$ cat config.mk
export PLATFORM = sky130hd
export DESIGN_NAME = keystore_container_length_check_unit
export DESIGN_NICKNAME = d
export VERILOG_FILES = /design/src/rtl/kclc_pkg.sv /design/src/rtl/kclc_front.sv /design/src/rtl/kclc_parse.sv /design/src/rtl/keystore_container_length_check_unit.sv
export SDC_FILE = /design/constraint.sdc
export NUM_CORES = 1
export LEC_CHECK = 0
export ABC_CLOCK_PERIOD_IN_PS = 20000
export BUFFER_PORTS_ARGS = -buffer_cell sky130_fd_sc_hd__buf_2
export CORE_MARGIN = 10
export CORE_UTILIZATION = 40
export DETAILED_ROUTE_END_ITERATION = 8
export PLACE_DENSITY = 0.56
export SETUP_SLACK_MARGIN = 0.15
export SKIP_CTS_REPAIR_TIMING = 1
export SLEW_MARGIN = 40
export SYNTH_ARGS = -nofsm -noshare
export SYNTH_HDL_FRONTEND = slang
export SYNTH_HIERARCHICAL = 1
export SYNTH_SLANG_ARGS = --single-unit
$ cat constraint.sdc
create_clock -name clk -period 20 [get_ports clk]
set_clock_uncertainty 0.2 [all_clocks]
set_input_delay 2 -clock clk [delete_from_list [all_inputs] [get_ports clk]]
set_output_delay 2 -clock clk [all_outputs]
set_load 0.01 [all_outputs]
$ cat src/rtl/kclc_pkg.sv
// Shared types and constants for the keystore container length check.
// Used by kclc_front, kclc_parse and the top level; no dependencies.
`timescale 1ns / 1ps

package kclc_pkg;

	localparam int DATA_W        = 8;
	localparam int LEN_W         = 25;
	localparam int FIELD_W       = 32;
	localparam int CNT_W         = 3;
	localparam int QUEUE_DEPTH   = 2;
	localparam int MAX_ENTRIES_D = 1024;
	localparam int MAX_CHAIN_D   = 1024;

	localparam logic [LEN_W-1:0] MAX_LEN_RESET = 25'h100_0000;

	// one byte request as it sits in the queue
	typedef struct packed {
		logic              start_req;
		logic [DATA_W-1:0] data_byte;
	} qent_t;

	// queue head as seen by the parser
	typedef struct packed {
		logic  valid;
		qent_t ent;
	} qhead_t;

endpackage

$ cat src/rtl/kclc_front.sv
// Front end: accepts byte requests and holds them in a short queue.
// Depends on kclc_pkg.
`timescale 1ns / 1ps

module kclc_front #(
	parameter int DEPTH = kclc_pkg::QUEUE_DEPTH
) (
	input  logic                         clk,
	input  logic                         arst_n,
	input  logic                         in_valid,
	output logic                         in_ready,
	input  logic [kclc_pkg::DATA_W-1:0]  data_byte,
	input  logic                         start_req,
	input  logic                         pop,
	output kclc_pkg::qhead_t             head
);

	localparam int PW = (DEPTH > 1) ? $clog2(DEPTH) : 1;
	localparam int CW = $clog2(DEPTH + 1);

	kclc_pkg::qent_t  mem_q [DEPTH];
	logic [PW-1:0]    wr_ptr_q;
	logic [PW-1:0]    rd_ptr_q;
	logic [CW-1:0]    cnt_q;
	logic             push;
	logic             pull;

	assign in_ready = (cnt_q != CW'(DEPTH));
	assign push     = in_valid && in_ready;
	assign pull     = pop && (cnt_q != '0);

	assign head.valid = (cnt_q != '0);
	assign head.ent   = mem_q[rd_ptr_q];

	always_ff @(posedge clk) begin
		if (push) begin
			mem_q[wr_ptr_q] <= '{start_req: start_req, data_byte: data_byte};
		end
	end

	always_ff @(posedge clk or negedge arst_n) begin
		if (!arst_n) begin
			wr_ptr_q <= '0;
			rd_ptr_q <= '0;
			cnt_q    <= '0;
		end else begin
			if (push) begin
				wr_ptr_q <= (wr_ptr_q == PW'(DEPTH - 1)) ? '0 : wr_ptr_q + 1'b1;
			end
			if (pull) begin
				rd_ptr_q <= (rd_ptr_q == PW'(DEPTH - 1)) ? '0 : rd_ptr_q + 1'b1;
			end
			case ({push, pull})
				2'b10:   cnt_q <= cnt_q + 1'b1;
				2'b01:   cnt_q <= cnt_q - 1'b1;
				default: cnt_q <= cnt_q;
			endcase
		end
	end

endmodule

$ cat src/rtl/kclc_parse.sv
// Back end: walks the keystore structure one byte per cycle unless a new result
// meets one still waiting; registers at most one result per candidate. Depends on kclc_pkg.
`timescale 1ns / 1ps

module kclc_parse #(
	parameter int MAX_ENTRIES = kclc_pkg::MAX_ENTRIES_D,
	parameter int MAX_CHAIN   = kclc_pkg::MAX_CHAIN_D
) (
	input  logic                         clk,
	input  logic                         arst_n,
	input  logic                         cfg_we,
	input  logic [kclc_pkg::LEN_W-1:0]   cfg_data,
	input  kclc_pkg::qhead_t             head,
	output logic                         pop,
	output logic                         out_valid,
	input  logic                         out_ready,
	output logic                         valid_res,
	output logic [kclc_pkg::LEN_W-1:0]   length
);

	localparam int LW  = kclc_pkg::LEN_W;
	localparam int FW  = kclc_pkg::FIELD_W;
	localparam int DW  = kclc_pkg::DATA_W;
	localparam int CNW = kclc_pkg::CNT_W;
	localparam int ENT_W = $clog2(MAX_ENTRIES + 1);
	localparam int CRT_W = $clog2(MAX_CHAIN + 1);
	// header 12, alias length 2, timestamp 8, key length 4, chain count 4
	localparam logic [LW-1:0] MIN_VALID_LEN = LW'(30);

	typedef enum logic [10:0] {
		PH_IDLE       = 11'b000_0000_0001,
		PH_MAGIC      = 11'b000_0000_0010,
		PH_VER        = 11'b000_0000_0100,
		PH_COUNT      = 11'b000_0000_1000,
		PH_ALIAS_LEN  = 11'b000_0001_0000,
		PH_ALIAS_SKIP = 11'b000_0010_0000,
		PH_KEY_LEN    = 11'b000_0100_0000,
		PH_KEY_SKIP   = 11'b000_1000_0000,
		PH_CHAIN      = 11'b001_0000_0000,
		PH_CERT_LEN   = 11'b010_0000_0000,
		PH_CERT_SKIP  = 11'b100_0000_0000
	} phase_t;

	phase_t             phase_q;
	logic [CNW-1:0]     cnt_q;
	logic [FW-1:0]      fld_q;
	logic [LW-1:0]      pos_q;
	logic [ENT_W-1:0]   ent_q;
	logic [CRT_W-1:0]   crt_q;
	logic [LW-1:0]      skp_q;
	logic [LW-1:0]      max_len_q;
	logic               out_valid_q;
	logic               valid_res_q;
	logic [LW-1:0]      length_q;

	phase_t             ph_b, ph_d, enter_ph;
	logic [CNW-1:0]     cnt_b, cnt_d, cnt_inc;
	logic [FW-1:0]      fld_b, fld_d, sh, addend;
	logic [LW-1:0]      pos_b, pos_d, pos_n;
	logic [ENT_W-1:0]   ent_b, ent_d, ent_dec;
	logic [CRT_W-1:0]   crt_b, crt_d, crt_src;
	logic [LW-1:0]      skp_b, skp_d, skp_dec;
	logic               start;
	logic               done2, done4;
	logic               big_fail, fail2, fail4;
	logic               go_cert, go_entry, enter, enter_fail;
	logic               fin, fin_ok;
	logic               res, res_ok;

	assign start = head.ent.start_req;

	always_comb begin
		ph_b  = start ? PH_MAGIC : phase_q;
		pos_b = start ? '0 : pos_q;
		cnt_b = start ? '0 : cnt_q;
		fld_b = start ? '0 : fld_q;
		ent_b = start ? '0 : ent_q;
		crt_b = start ? '0 : crt_q;
		skp_b = start ? '0 : skp_q;

		pos_n   = pos_b + 1'b1;
		sh      = {fld_b[FW-DW-1:0], head.ent.data_byte};
		cnt_inc = cnt_b + 1'b1;
		done2   = (cnt_inc >= CNW'(2));
		done4   = (cnt_inc >= CNW'(4));
		addend  = (ph_b == PH_ALIAS_LEN) ? ({16'b0, sh[15:0]} + 32'd8) : sh;
		// one wide limit compare, shared by the alias, key and certificate length checks
		big_fail = ({8'b0, pos_n} + {1'b0, addend}) > {8'b0, max_len_q};
		fail2    = ({1'b0, pos_n} + (LW+1)'(2)) > {1'b0, max_len_q};
		fail4    = ({1'b0, pos_n} + (LW+1)'(4)) > {1'b0, max_len_q};
		ent_dec  = (ent_b != '0) ? ent_b - 1'b1 : '0;
		skp_dec  = (skp_b != '0) ? skp_b - 1'b1 : '0;

		ph_d  = ph_b;
		pos_d = pos_b;
		cnt_d = cnt_b;
		fld_d = fld_b;
		ent_d = ent_b;
		crt_d = crt_b;
		skp_d = skp_b;

		go_cert    = 1'b0;
		go_entry   = 1'b0;
		enter      = 1'b0;
		enter_fail = 1'b0;
		enter_ph   = PH_IDLE;
		crt_src    = crt_b;
		fin        = 1'b0;
		fin_ok     = 1'b0;

		if (ph_b != PH_IDLE) begin
			pos_d = pos_n;
			case (ph_b)
				PH_MAGIC: begin
					if (pos_n >= LW'(4)) begin
						ph_d  = PH_VER;
						cnt_d = '0;
						fld_d = '0;
					end
				end
				PH_VER: begin
					cnt_d = cnt_inc;
					fld_d = sh;
					if (done4) begin
						if (sh != 32'd1 && sh != 32'd2) begin
							fin = 1'b1;
						end else begin
							ph_d  = PH_COUNT;
							cnt_d = '0;
							fld_d = '0;
						end
					end
				end
				PH_COUNT: begin
					cnt_d = cnt_inc;
					fld_d = sh;
					if (done4) begin
						if (sh == '0 || sh > 32'(MAX_ENTRIES)) begin
							fin = 1'b1;
						end else begin
							ent_d      = sh[ENT_W-1:0];
							enter      = 1'b1;
							enter_ph   = PH_ALIAS_LEN;
							enter_fail = fail2;
						end
					end
				end
				PH_ALIAS_LEN: begin
					cnt_d = cnt_inc;
					fld_d = sh;
					if (done2) begin
						if (big_fail) begin
							fin = 1'b1;
						end else begin
							skp_d = addend[LW-1:0];
							ph_d  = PH_ALIAS_SKIP;
						end
					end
				end
				PH_ALIAS_SKIP: begin
					skp_d = skp_dec;
					if (skp_dec == '0) begin
						enter      = 1'b1;
						enter_ph   = PH_KEY_LEN;
						enter_fail = fail4;
					end
				end
				PH_KEY_LEN: begin
					cnt_d = cnt_inc;
					fld_d = sh;
					if (done4) begin
						if (big_fail) begin
							fin = 1'b1;
						end else if (sh == '0) begin
							enter      = 1'b1;
							enter_ph   = PH_CHAIN;
							enter_fail = fail4;
						end else begin
							skp_d = sh[LW-1:0];
							ph_d  = PH_KEY_SKIP;
						end
					end
				end
				PH_KEY_SKIP: begin
					skp_d = skp_dec;
					if (skp_dec == '0) begin
						enter      = 1'b1;
						enter_ph   = PH_CHAIN;
						enter_fail = fail4;
					end
				end
				PH_CHAIN: begin
					cnt_d = cnt_inc;
					fld_d = sh;
					if (done4) begin
						if (sh > 32'(MAX_CHAIN)) begin
							fin = 1'b1;
						end else begin
							crt_src = sh[CRT_W-1:0];
							go_cert = 1'b1;
						end
					end
				end
				PH_CERT_LEN: begin
					cnt_d = cnt_inc;
					fld_d = sh;
					if (done4) begin
						if (big_fail) begin
							fin = 1'b1;
						end else if (sh == '0) begin
							go_cert = 1'b1;
						end else begin
							skp_d = sh[LW-1:0];
							ph_d  = PH_CERT_SKIP;
						end
					end
				end
				PH_CERT_SKIP: begin
					skp_d = skp_dec;
					if (skp_dec == '0) begin
						go_cert = 1'b1;
					end
				end
				default: begin
					ph_d = PH_IDLE;
				end
			endcase
		end

		// next certificate, or close the entry when the chain is done
		if (go_cert) begin
			if (crt_src == '0) begin
				go_entry = 1'b1;
			end else begin
				crt_d      = crt_src - 1'b1;
				enter      = 1'b1;
				enter_ph   = PH_CERT_LEN;
				enter_fail = fail4;
			end
		end
		if (go_entry) begin
			ent_d = ent_dec;
			if (ent_dec == '0) begin
				fin    = 1'b1;
				fin_ok = 1'b1;
			end else begin
				enter      = 1'b1;
				enter_ph   = PH_ALIAS_LEN;
				enter_fail = fail2;
			end
		end
		if (enter) begin
			if (enter_fail) begin
				fin = 1'b1;
			end else begin
				ph_d  = enter_ph;
				cnt_d = '0;
				fld_d = '0;
			end
		end
		if (fin) begin
			ph_d = PH_IDLE;
		end
		res    = fin;
		res_ok = fin_ok;
	end

	// a byte that gives no result never waits on the output side
	assign pop = head.valid && (!out_valid_q || out_ready || !res);

	always_ff @(posedge clk or negedge arst_n) begin
		if (!arst_n) begin
			phase_q     <= PH_IDLE;
			cnt_q       <= '0;
			fld_q       <= '0;
			pos_q       <= '0;
			ent_q       <= '0;
			crt_q       <= '0;
			skp_q       <= '0;
			max_len_q   <= kclc_pkg::MAX_LEN_RESET;
			out_valid_q <= 1'b0;
		end else begin
			if (cfg_we) begin
				max_len_q <= cfg_data;
			end
			if (pop) begin
				phase_q <= ph_d;
				cnt_q   <= cnt_d;
				fld_q   <= fld_d;
				pos_q   <= pos_d;
				ent_q   <= ent_d;
				crt_q   <= crt_d;
				skp_q   <= skp_d;
			end
			if (pop && res) begin
				out_valid_q <= 1'b1;
			end else if (out_ready) begin
				out_valid_q <= 1'b0;
			end
		end
	end

	always_ff @(posedge clk) begin
		if (pop && res) begin
			valid_res_q <= res_ok;
			length_q    <= res_ok ? pos_n : '0;
		end
	end

	assign out_valid = out_valid_q;
	assign valid_res = valid_res_q;
	assign length    = length_q;

`ifndef SYNTHESIS
	a_valid_min_len: assert property (@(posedge clk) disable iff (!arst_n)
		out_valid_q && valid_res_q |-> length_q >= MIN_VALID_LEN)
		else $error("valid result shorter than smallest structure");

	a_reject_zero_len: assert property (@(posedge clk) disable iff (!arst_n)
		out_valid_q && !valid_res_q |-> length_q == '0)
		else $error("rejected result carries a length");

	a_skip_nonzero: assert property (@(posedge clk) disable iff (!arst_n)
		(phase_q == PH_ALIAS_SKIP || phase_q == PH_KEY_SKIP ||
		 phase_q == PH_CERT_SKIP) |-> skp_q != '0)
		else $error("skip phase with empty skip counter");
`endif

endmodule

$ cat src/rtl/keystore_container_length_check_unit.sv
// Keystore container length check, top level.
// Depends on kclc_pkg, kclc_front and kclc_parse.
//
// Usage:
//   Input channel (in_valid/in_ready, data_byte, start_req) carries one byte
//   request per cycle while in_ready holds. start_req marks the first magic
//   byte of a candidate and restarts the parse. Bytes outside a candidate are consumed silently.
//   Output channel (out_valid/out_ready, valid_res, length) carries at most
//   one result per candidate: valid_res=1 with the structure length, or
//   valid_res=0 with length 0. Later bytes are dropped until the next start.
//   cfg_we/cfg_data write max_len (reset 16777216); write only while idle.
// Timing:
//   One byte per cycle, set by the single-byte parse step in the back end,
//   while no result is held up by out_ready. A result shows once the byte that
//   ends the candidate has passed the queue and the parse step has loaded the
//   output register.
//   While a result waits for out_ready, bytes that give no result still flow
//   through the two-entry queue; it fills only when a second result is due.
// Reset (arst_n low) empties the queue, drops any pending result and idles
// the parser.
`timescale 1ns / 1ps

module keystore_container_length_check_unit #(
	parameter int MAX_ENTRIES = kclc_pkg::MAX_ENTRIES_D,
	parameter int MAX_CHAIN   = kclc_pkg::MAX_CHAIN_D
) (
	input  logic                         clk,
	input  logic                         arst_n,
	input  logic                         in_valid,
	output logic                         in_ready,
	input  logic [kclc_pkg::DATA_W-1:0]  data_byte,
	input  logic                         start_req,
	output logic                         out_valid,
	input  logic                         out_ready,
	output logic                         valid_res,
	output logic [kclc_pkg::LEN_W-1:0]   length,
	input  logic                         cfg_we,
	input  logic [kclc_pkg::LEN_W-1:0]   cfg_data
);

	kclc_pkg::qhead_t head;
	logic             pop;

	kclc_front #(
		.DEPTH (kclc_pkg::QUEUE_DEPTH)
	) u_front (
		.clk       (clk),
		.arst_n    (arst_n),
		.in_valid  (in_valid),
		.in_ready  (in_ready),
		.data_byte (data_byte),
		.start_req (start_req),
		.pop       (pop),
		.head      (head)
	);

	kclc_parse #(
		.MAX_ENTRIES (MAX_ENTRIES),
		.MAX_CHAIN   (MAX_CHAIN)
	) u_parse (
		.clk       (clk),
		.arst_n    (arst_n),
		.cfg_we    (cfg_we),
		.cfg_data  (cfg_data),
		.head      (head),
		.pop       (pop),
		.out_valid (out_valid),
		.out_ready (out_ready),
		.valid_res (valid_res),
		.length    (length)
	);

endmodule

==> results.md <==
- Status: finished, final reports clean
- Largest stage delay, worst path: 0.81 ns
- Wire per inst: 22.6 um
- Slowest CP cell: nor4_1
- Max_slew headroom: 40.3%
- Area Growth Syn to Fin: 9.01%
- Synth area leader: dfrtp_1
- CTS tree: built
- Vias in the first global route: 14200
- Mapped Nets: 2044
- Commonest register cell after synthesis: dfrtp_1
- Final Cycle Share: 51.0%
- Tightest Pin Transition: 0.887 ns
- Avg Inst Size Synth: 8.36 um2
- Share of layout cells above drive strength 1: 10.3%
- Static Leakage: 7.53 nW
- Synth top area cells: dfrtp_1 (22%), ha_1 (8.7%), edfxtp_1 (8.3%)
- Drc violations: 0
- Grt ovf: 0
- Placer congestion estimate: 0.950
- Initial antenna violation count: 2
- CTS root buffer: clkbuf_16
- Post-Syn Instances: 1894
- Iter 0 DRT Violations: 1715
- Sinks on Clock Net: 184
- Port Buffers: 66
- # IOs: 67
- First-pass GRT wire length: 84700 um
- Hold Path Class: flip-flop to flip-flop
- Sequential-to-total area share from yosys stat: 30.5%
- Non-filler cells in the finished layout: 2433
- Core box area: 38900 um2
- Crit path DAT: 10.42 ns
- Yosys cell types: 95
- Async SR Flop Fraction: 76.1%
- Area of the multi-input gates: 10400 um2
- Chip height: 219 um
- # setup viols final: 0
- DIE WIDTH: 219 um
- FILL cells: 3854
- FMAX: 98.0 MHz
- Skew-Pair Late Insertion Delay: 0.47 ns
- Pre-Repair DR Iteration Count: 5
- Nets: 2051
- CP Capture Type: flip-flop
- CP Max Fanout: 74
- Final hold violations: 0
- Starting Density: 40.7%
- Dpl cells: 2400
- Die ar.: 47900 um2
- Routed WL: 55000 um
- Vias: 15000
- Crit path launch type: flip-flop
- Required @ worst endpoint: 20.21 ns
- Yosys warnings: 6
- Mapped cell area: 15800 um2
- DR vias/cell: 6.17
- H-tree Lvls: 4
- CTS Buf Count: 17
- EDFF count, synth: 44
- Max VDD drop: 66.9 uV
- WS Path Type: flip-flop to flip-flop
- Total Routing Usage GR: 22.6%
- Final min period: 10.21 ns
- Flip-flop and latch area: 4830 um2
- Antenna-violating nets left: 0
- Final setup TNS: 0 ns
- DP HPWL: 41300 um
- Clock Path Buffers: 2
- Share of the synthesized area in the top cell type: 21.8%
- Unrepaired setup endpoints after global routing: false
- Pin count of the biggest net entering global routing: 81
- Total of max-cap violations: 0
- Final hold slack: 0.285 ns
- Row cnt: 72
- #FFs+latches synth: 184
- Clk pin slew, worst setup/hold paths: 0.08 ns
- Pwr/cell area: 78.3 nW/um2
- Final Max Tran Viols: 0
cells in the mapped netlist (all sizes together) (11+ instances only):
cell / count
o21a: 11
or4: 24
nor4: 27
or2: 11
nand4: 52
xor2: 43
nand2b: 18
nor2b: 27
nand2: 197
o21ai: 122
ha: 110
a31oi: 22
edfxtp: 44
xnor2: 79
o2bb2ai: 19
nor2: 159
a211oi: 12
clkbuf: 68
and3: 33
inv: 74
buf: 34
mux2: 37
nor3: 59
nor3b: 11
dfrtp: 138
or3: 11
o31ai: 21
nand3: 51
o22ai: 14
a22o: 38
a21o: 26
a21oi: 112
and2: 30
layer usage:
| layer | vias to the layer above | GRT usage (%) | wire length (um) |
|---|---|---|---|
| met5 | - | 0 | 0 |
| met4 | 0 | 7.47 | 1600 |
| met3 | 82 | 4.36 | 4030 |
| met2 | 592 | 35.9 | 25100 |
| met1 | 7278 | 30.3 | 24300 |
| li1 | 7055 | - | - |
critical path: cells and delay by family (launching register included):
| family | cells | cell delay, ns |
|---|---|---|
| XOR/XNOR | 2 | 0.33 |
| adder cells (fa/ha/maj) | 2 | 0.66 |
| buffers and inverters | 2 | 0.94 |
| AO/OA/AOI/OAI | 13 | 3.31 |
| AND/OR/NAND/NOR | 10 | 3.27 |
| multiplexers | 2 | 0.75 |
| flip-flops | 1 | 0.61 |
registers in the layout, indices dropped and copies added (netlist names), 3 cells and up:
| signal | count |
|---|---|
| u_parse/crt_q | 11 |
| u_parse/length | 25 |
| u_parse/cnt_q | 3 |
| u_front/mem_q | 18 |
| u_parse/max_len_q | 25 |
| u_parse/pos_q | 25 |
| u_parse/fld_q | 24 |
| u_parse/phase_q | 11 |
| u_parse/ent_q | 11 |
| u_parse/skp_q | 25 |
where the power goes:
part | total [mW] | switching, mW | internal (mW)
clock | 0.349 | 0.172 | 0.177
combinational | 0.565 | 0.393 | 0.172
sequential | 0.436 | 0.0243 | 0.412
cells by family after synthesis:
kind of cell	synth area share, %
compound gates	22.4
mux	3.20
buf+inv	4.66
fa+ha+maj	8.82
simple gates	23.6
flops	30.5
xor+xnor	6.75
layout by cell type (no fill, tap or decap), types with 18 or more instances in the layout:
cell type	Yosys	final
dfrtp_1	138	138
nor4_1	26	24
a21o_1	26	26
a31oi_1	22	19
o2bb2ai_1	19	19
mux2_1	19	19
buf_4	2	21
or4_1	21	21
nand3_1	50	50
nor3_1	59	57
o31ai_1	20	20
nor2b_1	27	27
and2_1	27	27
buf_2	19	65
and3_1	33	32
a21oi_1	109	109
nor2_1	158	156
nand2b_1	18	18
o21ai_0	106	106
a22o_1	38	38
xnor2_1	79	79
edfxtp_1	44	44
xor2_1	43	43
nand4_1	51	51
inv_1	70	70
nand2_1	197	196
ha_1	110	110
stage by stage:
stage | cell area, um2 | utilization [%] | worst slack [ns] | total power, mW
after floorplan | 15800 | - | 8.94 | 0.834
after CTS | 17200 | 44.2 | 9.72 | 1.35
after global routing | 17200 | 44.3 | 9.09 | 1.43
final | 17300 | 44.3 | 9.79 | 1.35
after global placement | 16600 | 42.6 | 9.66 | 0.990
after detailed placement | 16600 | 42.7 | 9.78 | 1.00
path summary, 6_finish.rpt:
kind	start	depth (start not counted)	to	slack (ns)
min in group asynchronous	arst_n	1	u_parse/max_len_q[1]	1.36
hold reg to reg	u_parse/crt_q[10]	1	u_parse/crt_q[10]	0.28
setup reg to reg	u_front/rd_ptr_q	31	u_parse/cnt_q[0]	9.79
hold / removal	u_parse/crt_q[10]	1	u_parse/crt_q[10]	0.28
setup / recovery	u_front/rd_ptr_q	31	u_parse/cnt_q[0]	9.79
max in group asynchronous	arst_n	2	u_parse/skp_q[0]	17.16
layout make-up:
class	instances	share of cell area, %
antenna	1	0.0145
clock buffer	17	2.47
clock inverter	15	0.921
inverter	74	1.61
multi-input combinational	1534	60.1
sequential	184	28.0
tap	518	3.76
timing repair buffer	90	3.19
(Power assumes the default switching activity.)
